## src/rtl/scp_pkg.sv

```systemverilog
// ----------------------------------------------------------------------------
// scp_pkg
// shared constants, types and helpers of the serial command packet parser
// ----------------------------------------------------------------------------
`timescale 1ns / 1ps
`default_nettype none

package scp_pkg;

  // receive buffer length, start byte included
  localparam int PACKET_LEN = 16;
  localparam int POS_W      = $clog2(PACKET_LEN + 1);
  localparam int ACC_W      = 17;
  localparam int LEVEL_W    = 16;

  // buffer positions with a meaning of their own
  localparam logic [POS_W-1:0] POS_CMD       = POS_W'(1);
  localparam logic [POS_W-1:0] POS_DIG_FIRST = POS_W'(2);
  localparam logic [POS_W-1:0] POS_DIG_LAST  = POS_W'(6);
  localparam logic [POS_W-1:0] POS_SEVENTH   = POS_W'(7);
  localparam logic [POS_W-1:0] POS_LIMIT     = POS_W'(PACKET_LEN);

  // characters
  localparam logic [7:0] CH_START = 8'h24;
  localparam logic [7:0] CH_END   = 8'h0A;
  localparam logic [7:0] CH_ZERO  = 8'h30;
  localparam logic [7:0] CH_NINE  = 8'h39;
  localparam logic [7:0] CH_UP_A  = 8'h41;
  localparam logic [7:0] CH_UP_Z  = 8'h5A;
  localparam logic [7:0] CH_CASE  = 8'h20;
  localparam logic [7:0] CH_R     = 8'h72;
  localparam logic [7:0] CH_U     = 8'h75;
  localparam logic [7:0] CH_V     = 8'h76;
  localparam logic [7:0] CH_W     = 8'h77;

  // action codes
  localparam logic [2:0] ACT_MODE   = 3'd0;
  localparam logic [2:0] ACT_VALUE  = 3'd1;
  localparam logic [2:0] ACT_REPORT = 3'd2;
  localparam logic [2:0] ACT_HIGH   = 3'd3;
  localparam logic [2:0] ACT_NONE   = 3'd4;

  // what the packet tracker hands to the command stage at end of packet
  typedef struct packed {
    logic [7:0]       cmd;
    logic [ACC_W-1:0] acc;
    logic             seventh;
  } exec_req_t;

  typedef struct packed {
    logic [2:0]         action;
    logic [1:0]         led_mode;
    logic               custom_active;
    logic [LEVEL_W-1:0] led_level;
  } result_t;

  function automatic logic is_digit(input logic [7:0] b);
    return (b >= CH_ZERO) && (b <= CH_NINE);
  endfunction

endpackage

`default_nettype wire

```

## src/rtl/scp_if.sv

```systemverilog
// ----------------------------------------------------------------------------
// scp_in_if / scp_out_if
// valid/ready channels for received words and for command results
// ----------------------------------------------------------------------------
`timescale 1ns / 1ps
`default_nettype none

interface scp_in_if;
  logic       valid;
  logic       ready;
  logic [7:0] rx_byte;

  modport source (output valid, output rx_byte, input ready);
  modport sink   (input valid, input rx_byte, output ready);
endinterface

interface scp_out_if;
  logic        valid;
  logic        ready;
  logic [2:0]  action;
  logic [1:0]  led_mode;
  logic        custom_active;
  logic [15:0] led_level;

  modport source (output valid, output action, output led_mode,
                  output custom_active, output led_level, input ready);
  modport sink   (input valid, input action, input led_mode,
                  input custom_active, input led_level, output ready);
endinterface

`default_nettype wire

```

## src/rtl/scp_packet.sv

```systemverilog
// ----------------------------------------------------------------------------
// scp_packet
// packet framing, command capture and decimal digit scan
// ----------------------------------------------------------------------------
`timescale 1ns / 1ps
`default_nettype none

module scp_packet (
  input  logic                clk,
  input  logic                rst,
  input  logic                valid,
  input  logic [7:0]          rx_byte,
  input  logic                fire,
  output logic                pend,
  output scp_pkg::exec_req_t  req
);
  import scp_pkg::*;

  logic             in_packet,         in_packet_next;
  logic [POS_W-1:0] char_position,     char_position_next;
  logic [7:0]       command_char,      command_char_next;
  logic [ACC_W-1:0] digit_accumulator, digit_accumulator_next;
  logic             digits_running,    digits_running_next;
  logic             seventh_is_digit,  seventh_is_digit_next;

  logic             dig;
  logic             in_range;
  logic [ACC_W-1:0] acc_x10;

  assign dig      = is_digit(rx_byte);
  assign in_range = char_position < POS_LIMIT;
  assign acc_x10  = {digit_accumulator[ACC_W-4:0], 3'b000}
                  + {digit_accumulator[ACC_W-2:0], 1'b0};

  always_comb begin
    in_packet_next         = in_packet;
    char_position_next     = char_position;
    command_char_next      = command_char;
    digit_accumulator_next = digit_accumulator;
    digits_running_next    = digits_running;
    seventh_is_digit_next  = seventh_is_digit;
    if (rx_byte == CH_START) begin
      in_packet_next         = 1'b1;
      char_position_next     = POS_CMD;
      command_char_next      = '0;
      digit_accumulator_next = '0;
      digits_running_next    = 1'b1;
      seventh_is_digit_next  = 1'b0;
    end else if (in_packet && !in_range) begin
      // overrun: drop silently
      in_packet_next = 1'b0;
    end else if (in_packet) begin
      if (char_position == POS_CMD) begin
        command_char_next = rx_byte;
      end
      if (char_position >= POS_DIG_FIRST && char_position <= POS_DIG_LAST) begin
        if (digits_running && dig) begin
          digit_accumulator_next = acc_x10 + ACC_W'(rx_byte - CH_ZERO);
        end else begin
          digits_running_next = 1'b0;
        end
      end
      if (char_position == POS_SEVENTH) begin
        seventh_is_digit_next = dig;
      end
      char_position_next = char_position + POS_W'(1);
      if (rx_byte == CH_END) begin
        in_packet_next = 1'b0;
      end
    end
  end

  assign pend = valid && in_packet && in_range && (rx_byte == CH_END);

  // the end byte is no digit, so the scan values are those already held
  assign req.cmd     = (char_position == POS_CMD) ? rx_byte : command_char;
  assign req.acc     = digit_accumulator;
  assign req.seventh = (char_position == POS_SEVENTH) ? 1'b0 : seventh_is_digit;

  always_ff @(posedge clk) begin
    if (rst) begin
      in_packet         <= 1'b0;
      char_position     <= '0;
      command_char      <= '0;
      digit_accumulator <= '0;
      digits_running    <= 1'b1;
      seventh_is_digit  <= 1'b0;
    end else if (fire) begin
      in_packet         <= in_packet_next;
      char_position     <= char_position_next;
      command_char      <= command_char_next;
      digit_accumulator <= digit_accumulator_next;
      digits_running    <= digits_running_next;
      seventh_is_digit  <= seventh_is_digit_next;
    end
  end

endmodule

`default_nettype wire

```

## src/rtl/scp_exec.sv

```systemverilog
// ----------------------------------------------------------------------------
// scp_exec
// command decode and led mode / level state
// ----------------------------------------------------------------------------
`timescale 1ns / 1ps
`default_nettype none

module scp_exec (
  input  logic               clk,
  input  logic               rst,
  input  logic               commit,
  input  scp_pkg::exec_req_t req,
  output scp_pkg::result_t   result
);
  import scp_pkg::*;

  logic [1:0]         mode_reg,   mode_reg_next;
  logic               custom_reg, custom_reg_next;
  logic [LEVEL_W-1:0] level_reg,  level_reg_next;
  logic [7:0]         c;
  logic [7:0]         c_off;
  logic [2:0]         act;

  always_comb begin
    c = req.cmd;
    if (req.cmd >= CH_UP_A && req.cmd <= CH_UP_Z) begin
      c = req.cmd + CH_CASE;
    end
    c_off           = c - CH_R;
    mode_reg_next   = mode_reg;
    custom_reg_next = custom_reg;
    level_reg_next  = level_reg;
    act             = ACT_NONE;
    unique case (c) inside
      [CH_R:CH_U]: begin
        act             = ACT_MODE;
        mode_reg_next   = c_off[1:0];
        custom_reg_next = 1'b0;
      end
      CH_V: begin
        act = ACT_REPORT;
      end
      CH_W: begin
        // above 65535 shows as the top accumulator bit
        if (req.seventh || req.acc[ACC_W-1]) begin
          act = ACT_HIGH;
        end else begin
          act             = ACT_VALUE;
          mode_reg_next   = 2'd0;
          custom_reg_next = 1'b1;
          level_reg_next  = req.acc[LEVEL_W-1:0];
        end
      end
      default: act = ACT_NONE;
    endcase
  end

  assign result.action        = act;
  assign result.led_mode      = mode_reg_next;
  assign result.custom_active = custom_reg_next;
  assign result.led_level     = level_reg_next;

  always_ff @(posedge clk) begin
    if (rst) begin
      mode_reg   <= 2'd0;
      custom_reg <= 1'b0;
      level_reg  <= '0;
    end else if (commit) begin
      mode_reg   <= mode_reg_next;
      custom_reg <= custom_reg_next;
      level_reg  <= level_reg_next;
    end
  end

endmodule

`default_nettype wire

```

## src/rtl/serial_command_packet_parser_unit.sv

```systemverilog
// ----------------------------------------------------------------------------
// serial_command_packet_parser_unit
// byte-wide command packet parser for led mode and level control
// ----------------------------------------------------------------------------
// Takes one received word per cycle on rx and gives one result word on res
// for every packet that executes. A '$' opens a packet anywhere, bytes
// outside a packet are dropped, and '\n' executes it: r/s/t/u (any case) set
// the led mode, v asks for a report, w loads a decimal level of up to five
// digits, or reports it too high. A packet longer than the receive buffer is
// dropped without a result. Each word passes an input register and the
// decode logic; a result is written to the output register when its end
// word leaves the input register. Throughput is one word per cycle while rx
// does not stall; rx stalls only when a result is ready to leave while the
// output register is still held by res.
// ----------------------------------------------------------------------------
`timescale 1ns / 1ps
`default_nettype none

module serial_command_packet_parser_unit (
  input  logic      clk,
  input  logic      rst,
  scp_in_if.sink    rx,
  scp_out_if.source res
);
  import scp_pkg::*;

  // input register
  logic       s1_valid;
  logic [7:0] s1_byte;

  // decode stage
  logic       pend;
  logic       s1_fire;
  logic       out_free;
  exec_req_t  req;
  result_t    result;

  // output register
  logic       out_valid;
  result_t    out_data;

  assign out_free = !out_valid || res.ready;
  // a word that gives no result never waits for the output side
  assign s1_fire  = s1_valid && (!pend || out_free);
  assign rx.ready = !s1_valid || s1_fire;

  always_ff @(posedge clk) begin
    if (rst) begin
      s1_valid <= 1'b0;
    end else if (rx.ready) begin
      s1_valid <= rx.valid;
    end
  end

  always_ff @(posedge clk) begin
    if (rx.valid && rx.ready) begin
      s1_byte <= rx.rx_byte;
    end
  end

  scp_packet u_packet (
    .clk     (clk),
    .rst     (rst),
    .valid   (s1_valid),
    .rx_byte (s1_byte),
    .fire    (s1_fire),
    .pend    (pend),
    .req     (req)
  );

  scp_exec u_exec (
    .clk    (clk),
    .rst    (rst),
    .commit (s1_fire && pend),
    .req    (req),
    .result (result)
  );

  always_ff @(posedge clk) begin
    if (rst) begin
      out_valid <= 1'b0;
    end else if (s1_fire && pend) begin
      out_valid <= 1'b1;
    end else if (res.ready) begin
      out_valid <= 1'b0;
    end
  end

  always_ff @(posedge clk) begin
    if (s1_fire && pend) begin
      out_data <= result;
    end
  end

  assign res.valid         = out_valid;
  assign res.action        = out_data.action;
  assign res.led_mode      = out_data.led_mode;
  assign res.custom_active = out_data.custom_active;
  assign res.led_level     = out_data.led_level;

  // a result never overwrites one that is still held
  a_no_overwrite: assert property (@(posedge clk) disable iff (rst)
    (out_valid && !res.ready && s1_valid && pend) |-> !s1_fire)
    else $error("result overwritten while held");

  // words with no result leave the output register alone
  a_quiet_word: assert property (@(posedge clk) disable iff (rst)
    (s1_fire && !pend) |=> (out_valid == $past(out_valid && !res.ready)))
    else $error("output register changed on a word with no result");

  // a level load puts the custom level in force in mode zero
  a_value_state: assert property (@(posedge clk) disable iff (rst)
    (out_valid && out_data.action == ACT_VALUE) |->
      (out_data.custom_active && out_data.led_mode == 2'd0))
    else $error("value set without custom level in force");

  // a mode command drops the custom level
  a_mode_state: assert property (@(posedge clk) disable iff (rst)
    (out_valid && out_data.action == ACT_MODE) |-> !out_data.custom_active)
    else $error("mode set left custom level in force");

endmodule

`default_nettype wire
```

## src/flat_wrapper.sv

```systemverilog
// flat-port wrapper written by rule: the top's interface ports become plain ports
module serial_command_packet_parser_unit_flat import scp_pkg::*;
  (clk, rst, rx_valid, rx_rx_byte, rx_ready, res_valid, res_action, res_led_mode, res_custom_active, res_led_level, res_ready);
  scp_in_if rx_i ();
  scp_out_if res_i ();
  input  logic clk;
  input  logic rst;
  input wire logic [$bits(rx_i.valid)-1:0] rx_valid;
  input wire logic [$bits(rx_i.rx_byte)-1:0] rx_rx_byte;
  output wire logic [$bits(rx_i.ready)-1:0] rx_ready;
  output wire logic [$bits(res_i.valid)-1:0] res_valid;
  output wire logic [$bits(res_i.action)-1:0] res_action;
  output wire logic [$bits(res_i.led_mode)-1:0] res_led_mode;
  output wire logic [$bits(res_i.custom_active)-1:0] res_custom_active;
  output wire logic [$bits(res_i.led_level)-1:0] res_led_level;
  input wire logic [$bits(res_i.ready)-1:0] res_ready;
  assign rx_i.valid = rx_valid;
  assign rx_i.rx_byte = rx_rx_byte;
  assign rx_ready = rx_i.ready;
  assign res_valid = res_i.valid;
  assign res_action = res_i.action;
  assign res_led_mode = res_i.led_mode;
  assign res_custom_active = res_i.custom_active;
  assign res_led_level = res_i.led_level;
  assign res_i.ready = res_ready;
  serial_command_packet_parser_unit u_core (.clk(clk), .rst(rst), .rx(rx_i), .res(res_i));
endmodule
```

## config.mk

```make
export PLATFORM = sky130hd
export DESIGN_NAME = serial_command_packet_parser_unit_flat
export DESIGN_NICKNAME = d
export VERILOG_FILES = /design/src/rtl/scp_pkg.sv /design/src/rtl/scp_if.sv /design/src/rtl/scp_packet.sv /design/src/rtl/scp_exec.sv /design/src/rtl/serial_command_packet_parser_unit.sv /design/src/flat_wrapper.sv
export SDC_FILE = /design/constraint.sdc
export NUM_CORES = 1
export LEC_CHECK = 0
export BUFFER_PORTS_ARGS = -buffer_cell sky130_fd_sc_hd__buf_2
export CAP_MARGIN = 0
export CORE_UTILIZATION = 65
export DETAILED_ROUTE_END_ITERATION = 16
export PLACE_DENSITY_LB_ADDON = 0.05
export SETUP_SLACK_MARGIN = 0.02
export SLEW_MARGIN = 5
export SYNTH_ARGS = -nofsm -noshare
export SYNTH_HDL_FRONTEND = slang
export SYNTH_SLANG_ARGS = --single-unit
```

## constraint.sdc

```tcl
create_clock -name clk -period 6.35 [get_ports clk]
set_clock_uncertainty 0.15 [all_clocks]
set_input_delay 1.27 -clock clk [delete_from_list [all_inputs] [get_ports clk]]
set_output_delay 1.27 -clock clk [all_outputs]
set_load 0.005 [all_outputs]
```

* Word level (Yosys, flattened, before mapping)
Cells that the tools add are included.
** Word-level totals
- Flip-flop bits (word level) :: 84
- Output and inout bits :: 24
** Cells by class
- Multiplexer cells :: 37
- Order comparisons :: 9
- $add $sub $neg :: 6
- Reduce and logical (&&, ||, !) cells :: 29
- Equality and inequality tests :: 8
** Operators with widths (number)
- $mux 17 :: 5
- $mux 8 :: 5
- $add 17x17->17 :: 2
- $mux 16 :: 2
- $mux 1 :: 17
- $eq 8x7->1 const B :: 2
- $ge 8x7->1 const B :: 2
- $le 8x7->1 const B :: 2
- $mux 5 :: 3
- $logic_and 1x1->1 :: 12
- $reduce_and 5->1 :: 2
- $reduce_bool 2->1 :: 5
- $pmux 3 s3 :: 1
- $sub 8x6->9 const B :: 1
- $add 8x6->8 const B :: 1
- $eq 8x4->1 const B :: 1
- $eq 8x6->1 const B :: 1
- $ge 8x6->1 const B :: 1
- $le 8x6->1 const B :: 1
- $add 5x1->5 const B :: 1
- $eq 5x1->1 const B :: 1
- $eq 5x3->1 const B :: 1
- $ge 5x2->1 const B :: 1
- $le 5x3->1 const B :: 1
- other kinds (10) :: 18

* Depth between registers and ports, before layout
- Depth in word-level cells :: 8
- Mapped depth :: 14

* By module
Synthesis repeated with hierarchy kept, for this count alone.
** Unflattened totals
- Cell total of the unflattened synthesis :: 428
- Area, all modules :: 4576.9 um^2
** Modules (own cells, without submodules)
- scp_packet :: cells an instance 255, times used 1, area each 2436.1 um^2, sequential area each 660.6 um^2
- scp_exec :: cells an instance 131, times used 1, area each 1136.1 um^2, sequential area each 380.4 um^2
- serial_command_packet_parser_unit :: cells an instance 42, times used 1, area each 1004.7 um^2, sequential area each 940.9 um^2

* Worst setup path before layout
OpenSTA, ideal clock, no wires.
- Path type :: input to register
- Start point :: in res_ready
- End point :: reg u_core.u_exec.mode_reg[0]
- Path buffers :: 1
- Stages on the path :: 6
- Arrival :: 3.771 ns
- Setup slack :: 2.297 ns
- Library setup time :: 0.132 ns
- Path through :: nor2b_1 buf_4 nor3_1 inv_1 o31ai_1 a21oi_1
** Between the ends
- Word-level cells in the longest chain between the ends :: 4
** RTL lines
- start, declared :: line flat_wrapper.sv:16 : input wire logic [$bits(res_i.ready)-1:0] res_ready;
- $logic_or 1x1->1 :: line serial_command_packet_parser_unit.sv:42 : assign out_free = !out_valid || res.ready;
- $logic_or 1x1->1 :: line serial_command_packet_parser_unit.sv:44 : assign s1_fire = s1_valid && (!pend || out_free);
- $logic_and 1x1->1 :: line serial_command_packet_parser_unit.sv:44
- $logic_and 1x1->1 :: line serial_command_packet_parser_unit.sv:74 : .commit (s1_fire && pend),
- net u_core.u_exec.commit :: line scp_exec.sv:11 : input logic commit,
- end signal, assigned :: line scp_exec.sv:69 : mode_reg <= mode_reg_next;
- end, declared :: line scp_exec.sv:17 : logic [1:0] mode_reg, mode_reg_next;
The timed path passes the listed nets, and every way through them passes these cells.
A chain may end at the register's enable or synchronous reset.

==> results.md <==
- Status: complete, no violations
- Overall power: 1.02 mW
- Final setup fails: 0
- PortBufs: 35
- Crit path cell chain: ha_1, or4b_1, o21ai_0, ha_1, nor2b_1, o211ai_1, o22ai_2, o21ai_2, mux2_2
- Worst hold stages: 2
- TritonCTS clock tree: done
- Max Cap Viol: 0
- Placer congestion estimate: 0.839
- Wirelength, routed: 9.86 mm
- Post-Syn Nets: around 520
- WP data required: around 6.3 ns
- R2R Path Start: u_core.u_packet.char_position[0]
- Critical Path Source Type: flip-flop
- DP Wirelength: between 7 and 8 mm
- Largest net degree at the start of global routing: 57
- PD cells: between 150 and 200 mW/mm²
- Netlist area before placement: between 0.004 and 0.005 mm²
- Post-placement cell count: between 500 and 600
- Final number of max-transition violations: 0
- Final nets: roughly 550
- Register-to-Register Path Depth: 9
- Hold-fix buffers, CTS: 0
- Final min period: around 3.9 ns
- CTS Sinks: between 80 and 90
- Sw frac: 0.249
- Period utilisation layout: 0.619
- Finished Layout Cells: 605
- H-Tree Depth: 3
- Highest routed layer: met4
- Via count: 3696
- Setup_tns: 0 ns
- Site Rows: 30
- Ports: 36
- Gr ovfl total: 0
- Flop pwr share: 0.558
- Hold Path End: u_core.u_packet.digits_running
- CTS buffer count: 9
- Hold path start: u_core.u_packet.digits_running
- #FFs+latches synth: 84
- Crit end category: flip-flop
- Initial core utilization: 0.687
- Crit path DAT: 3.89 ns
- Routed met1 length: around 4.7 mm
- Core Footprint: 0.00691 mm²
- Resized cells post-CTS: 0
- Gate power share: 0.061
- Initial antenna violation count: 0
- Reg-to-reg critical path endpoint: u_core.res.led_level[14]
- Synth warnings: 0
- Filler cells: approximately 510
- EDFF count, synth: 30
- Synth top area cells: dfxtp_1 (23%), edfxtp_1 (19%), fa_1 (5.9%), ha_1 (5.8%), nor2_1 (4.7%)
- DIE AREA: about 0.0076 mm²
- Total inserted antenna cells: 0
- Die width: a little under 90 µm
- Drt drc: 0
- Register area share after synthesis: 0.418
- Layout cells sized above 1: 0.139
- Clock power share: 0.381
- Longest Clk Path Bufs: 2
- Number of global-route vias before repair: 3347
- Yosys top cell by area: dfxtp_1
- Clk_lat worst skew: between 0.3 and 0.4 ns
- 1st-iter DRT viols: between 200 and 250
- First-pass GRT wire length: 16.3 mm
- Leakage: approximately 2.1 nW
- P_sw: between 0.2 and 0.3 mW
- Max reg flops: 17
- Clock-pin slew on the worst setup and hold paths: approximately 0.090 ns
- Synth-to-layout area growth: 8.58%
- Worst-path fanout max: 24
- Top cell type's share of synthesized area: 0.228
- Largest stage delay, worst path: 0.89 ns
- Antenna Violating Nets Remaining: 0
- Syn Inst Count: between 400 and 500
- Max Clk Rate: about 250 MHz
- Drt pass-1 iters: 4
- Slack of the worst reg-to-reg path: 2.42 ns
- Met2 wire len: ~4.4 mm
- Most used cell, CP: ha_1
- Top-count cell post-synth: nor2_1
- Slew headroom: 0.267
- Slowest CP cell: o21ai_2
- Main flop type after synthesis: dfxtp_1
- IR drop worst, VDD: roughly 0.16 mV
- Mapped Avg Cell Area: approximately 10 µm²
- Cell variety after synth: 63
- DR WL met3: 677 µm
- Post-synth ARST share: 0
- Pint: around 0.77 mW
- Wire per inst: roughly 16 µm
- Post-synth top cells: nor2_1 (60), dfxtp_1 (54), nand2_1 (36)
- Via density: about 6
- Min-delay worst type: reg -> reg
- Final hold violation count: 0
- Clk root buf: clkbuf_8
- Die height: between 80 and 90 µm
- Critical path class: reg -> reg
- Global Route Usage Sum: 0.279
- RSZ-0062 raised after global routing: no
- Worst-margin pin slew: 1.10 ns
- # Post-CTS Setup Buffers: 0
[cell families after synthesis]
family	synth area share
compound gates	0.157
flops	0.418
simple gates	0.173
buf+inv	0.0417
fa+ha+maj	0.117
mux	0.0697
xor+xnor	0.0240
[layer usage]
metal,vias up,global-route usage
li1,1788,-
met3,13,0.0540
met5,-,0
met1,1753,0.412
met2,142,0.418
met4,0,0.0760
[critical path, delay by kind of cell (launching register included)]
kind / cells / cell delay [ns]
mux: 1 / 0.42
simple gates: 2 / 0.78
flops: 1 / 0.42
compound gates: 4 / 1.45
fa+ha+maj: 2 / 0.47
[cell usage in the layout (no fill, tap or decap), types with 14 or more instances in the layout]
cell	instances
inv_1	24
mux2i_1	18
nand2_1	36
edfxtp_1	30
nand3_1	14
dfxtp_1	54
ha_1	22
nor2_1	60
a21oi_1	23
o21ai_0	22
buf_2	35
fa_1	14
[stage by stage]
stage / util / area (µm²) / hold WS [ns] / setup WS (ns)
after floorplan: - / 4740 / 0.272 / 2.30
after global placement: 0.717 / 4950 / 0.284 / 2.57
after detailed placement: 0.717 / 4950 / 0.287 / 2.46
after CTS: 0.745 / 5150 / 0.300 / 2.42
after global routing: 0.745 / 5150 / 0.333 / 2.19
final: 0.745 / 5150 / 0.296 / 2.42
[power by group through the flow]
stage	sequential, mW	combinational (mW)	clock, mW
after detailed placement	0.583	0.0614	0
after CTS	0.570	0.0618	0.394
after global placement	0.582	0.0603	0
after global routing	0.571	0.0705	0.415
after floorplan	0.576	0.0501	0
final	0.571	0.0625	0.390
[how the worst max path moves through the flow]
stage / from / endpoint / slack (ns) / cells past startpoint
4_1_cts: u_core.u_packet.char_position[0] / u_core.res.led_level[14] / 2.42 / 9
6_report: u_core.u_packet.char_position[0] / u_core.res.led_level[14] / 2.42 / 9
3_3_place_gp: u_core.u_packet.char_position[0] / u_core.res.led_level[12] / 2.57 / 9
2_1_floorplan: res_ready / u_core.u_exec.mode_reg[0] / 2.30 / 6
5_1_grt: u_core.u_packet.char_position[0] / u_core.res.led_level[12] / 2.19 / 9
3_5_place_dp: u_core.u_packet.char_position[0] / u_core.res.led_level[12] / 2.46 / 9
[layout make-up]
type,count,area (µm²),share of cell area
inverters,24,90.1,0.0175
multi-input cells,348,2570,0.499
repair buffers,37,190,0.0369
flip-flops and latches,84,1980,0.385
well taps,96,120,0.0233
clock buffers,9,124,0.0241
clock inverters,7,75.1,0.0146
No activity file was read; power rests on OpenSTA's default activity.
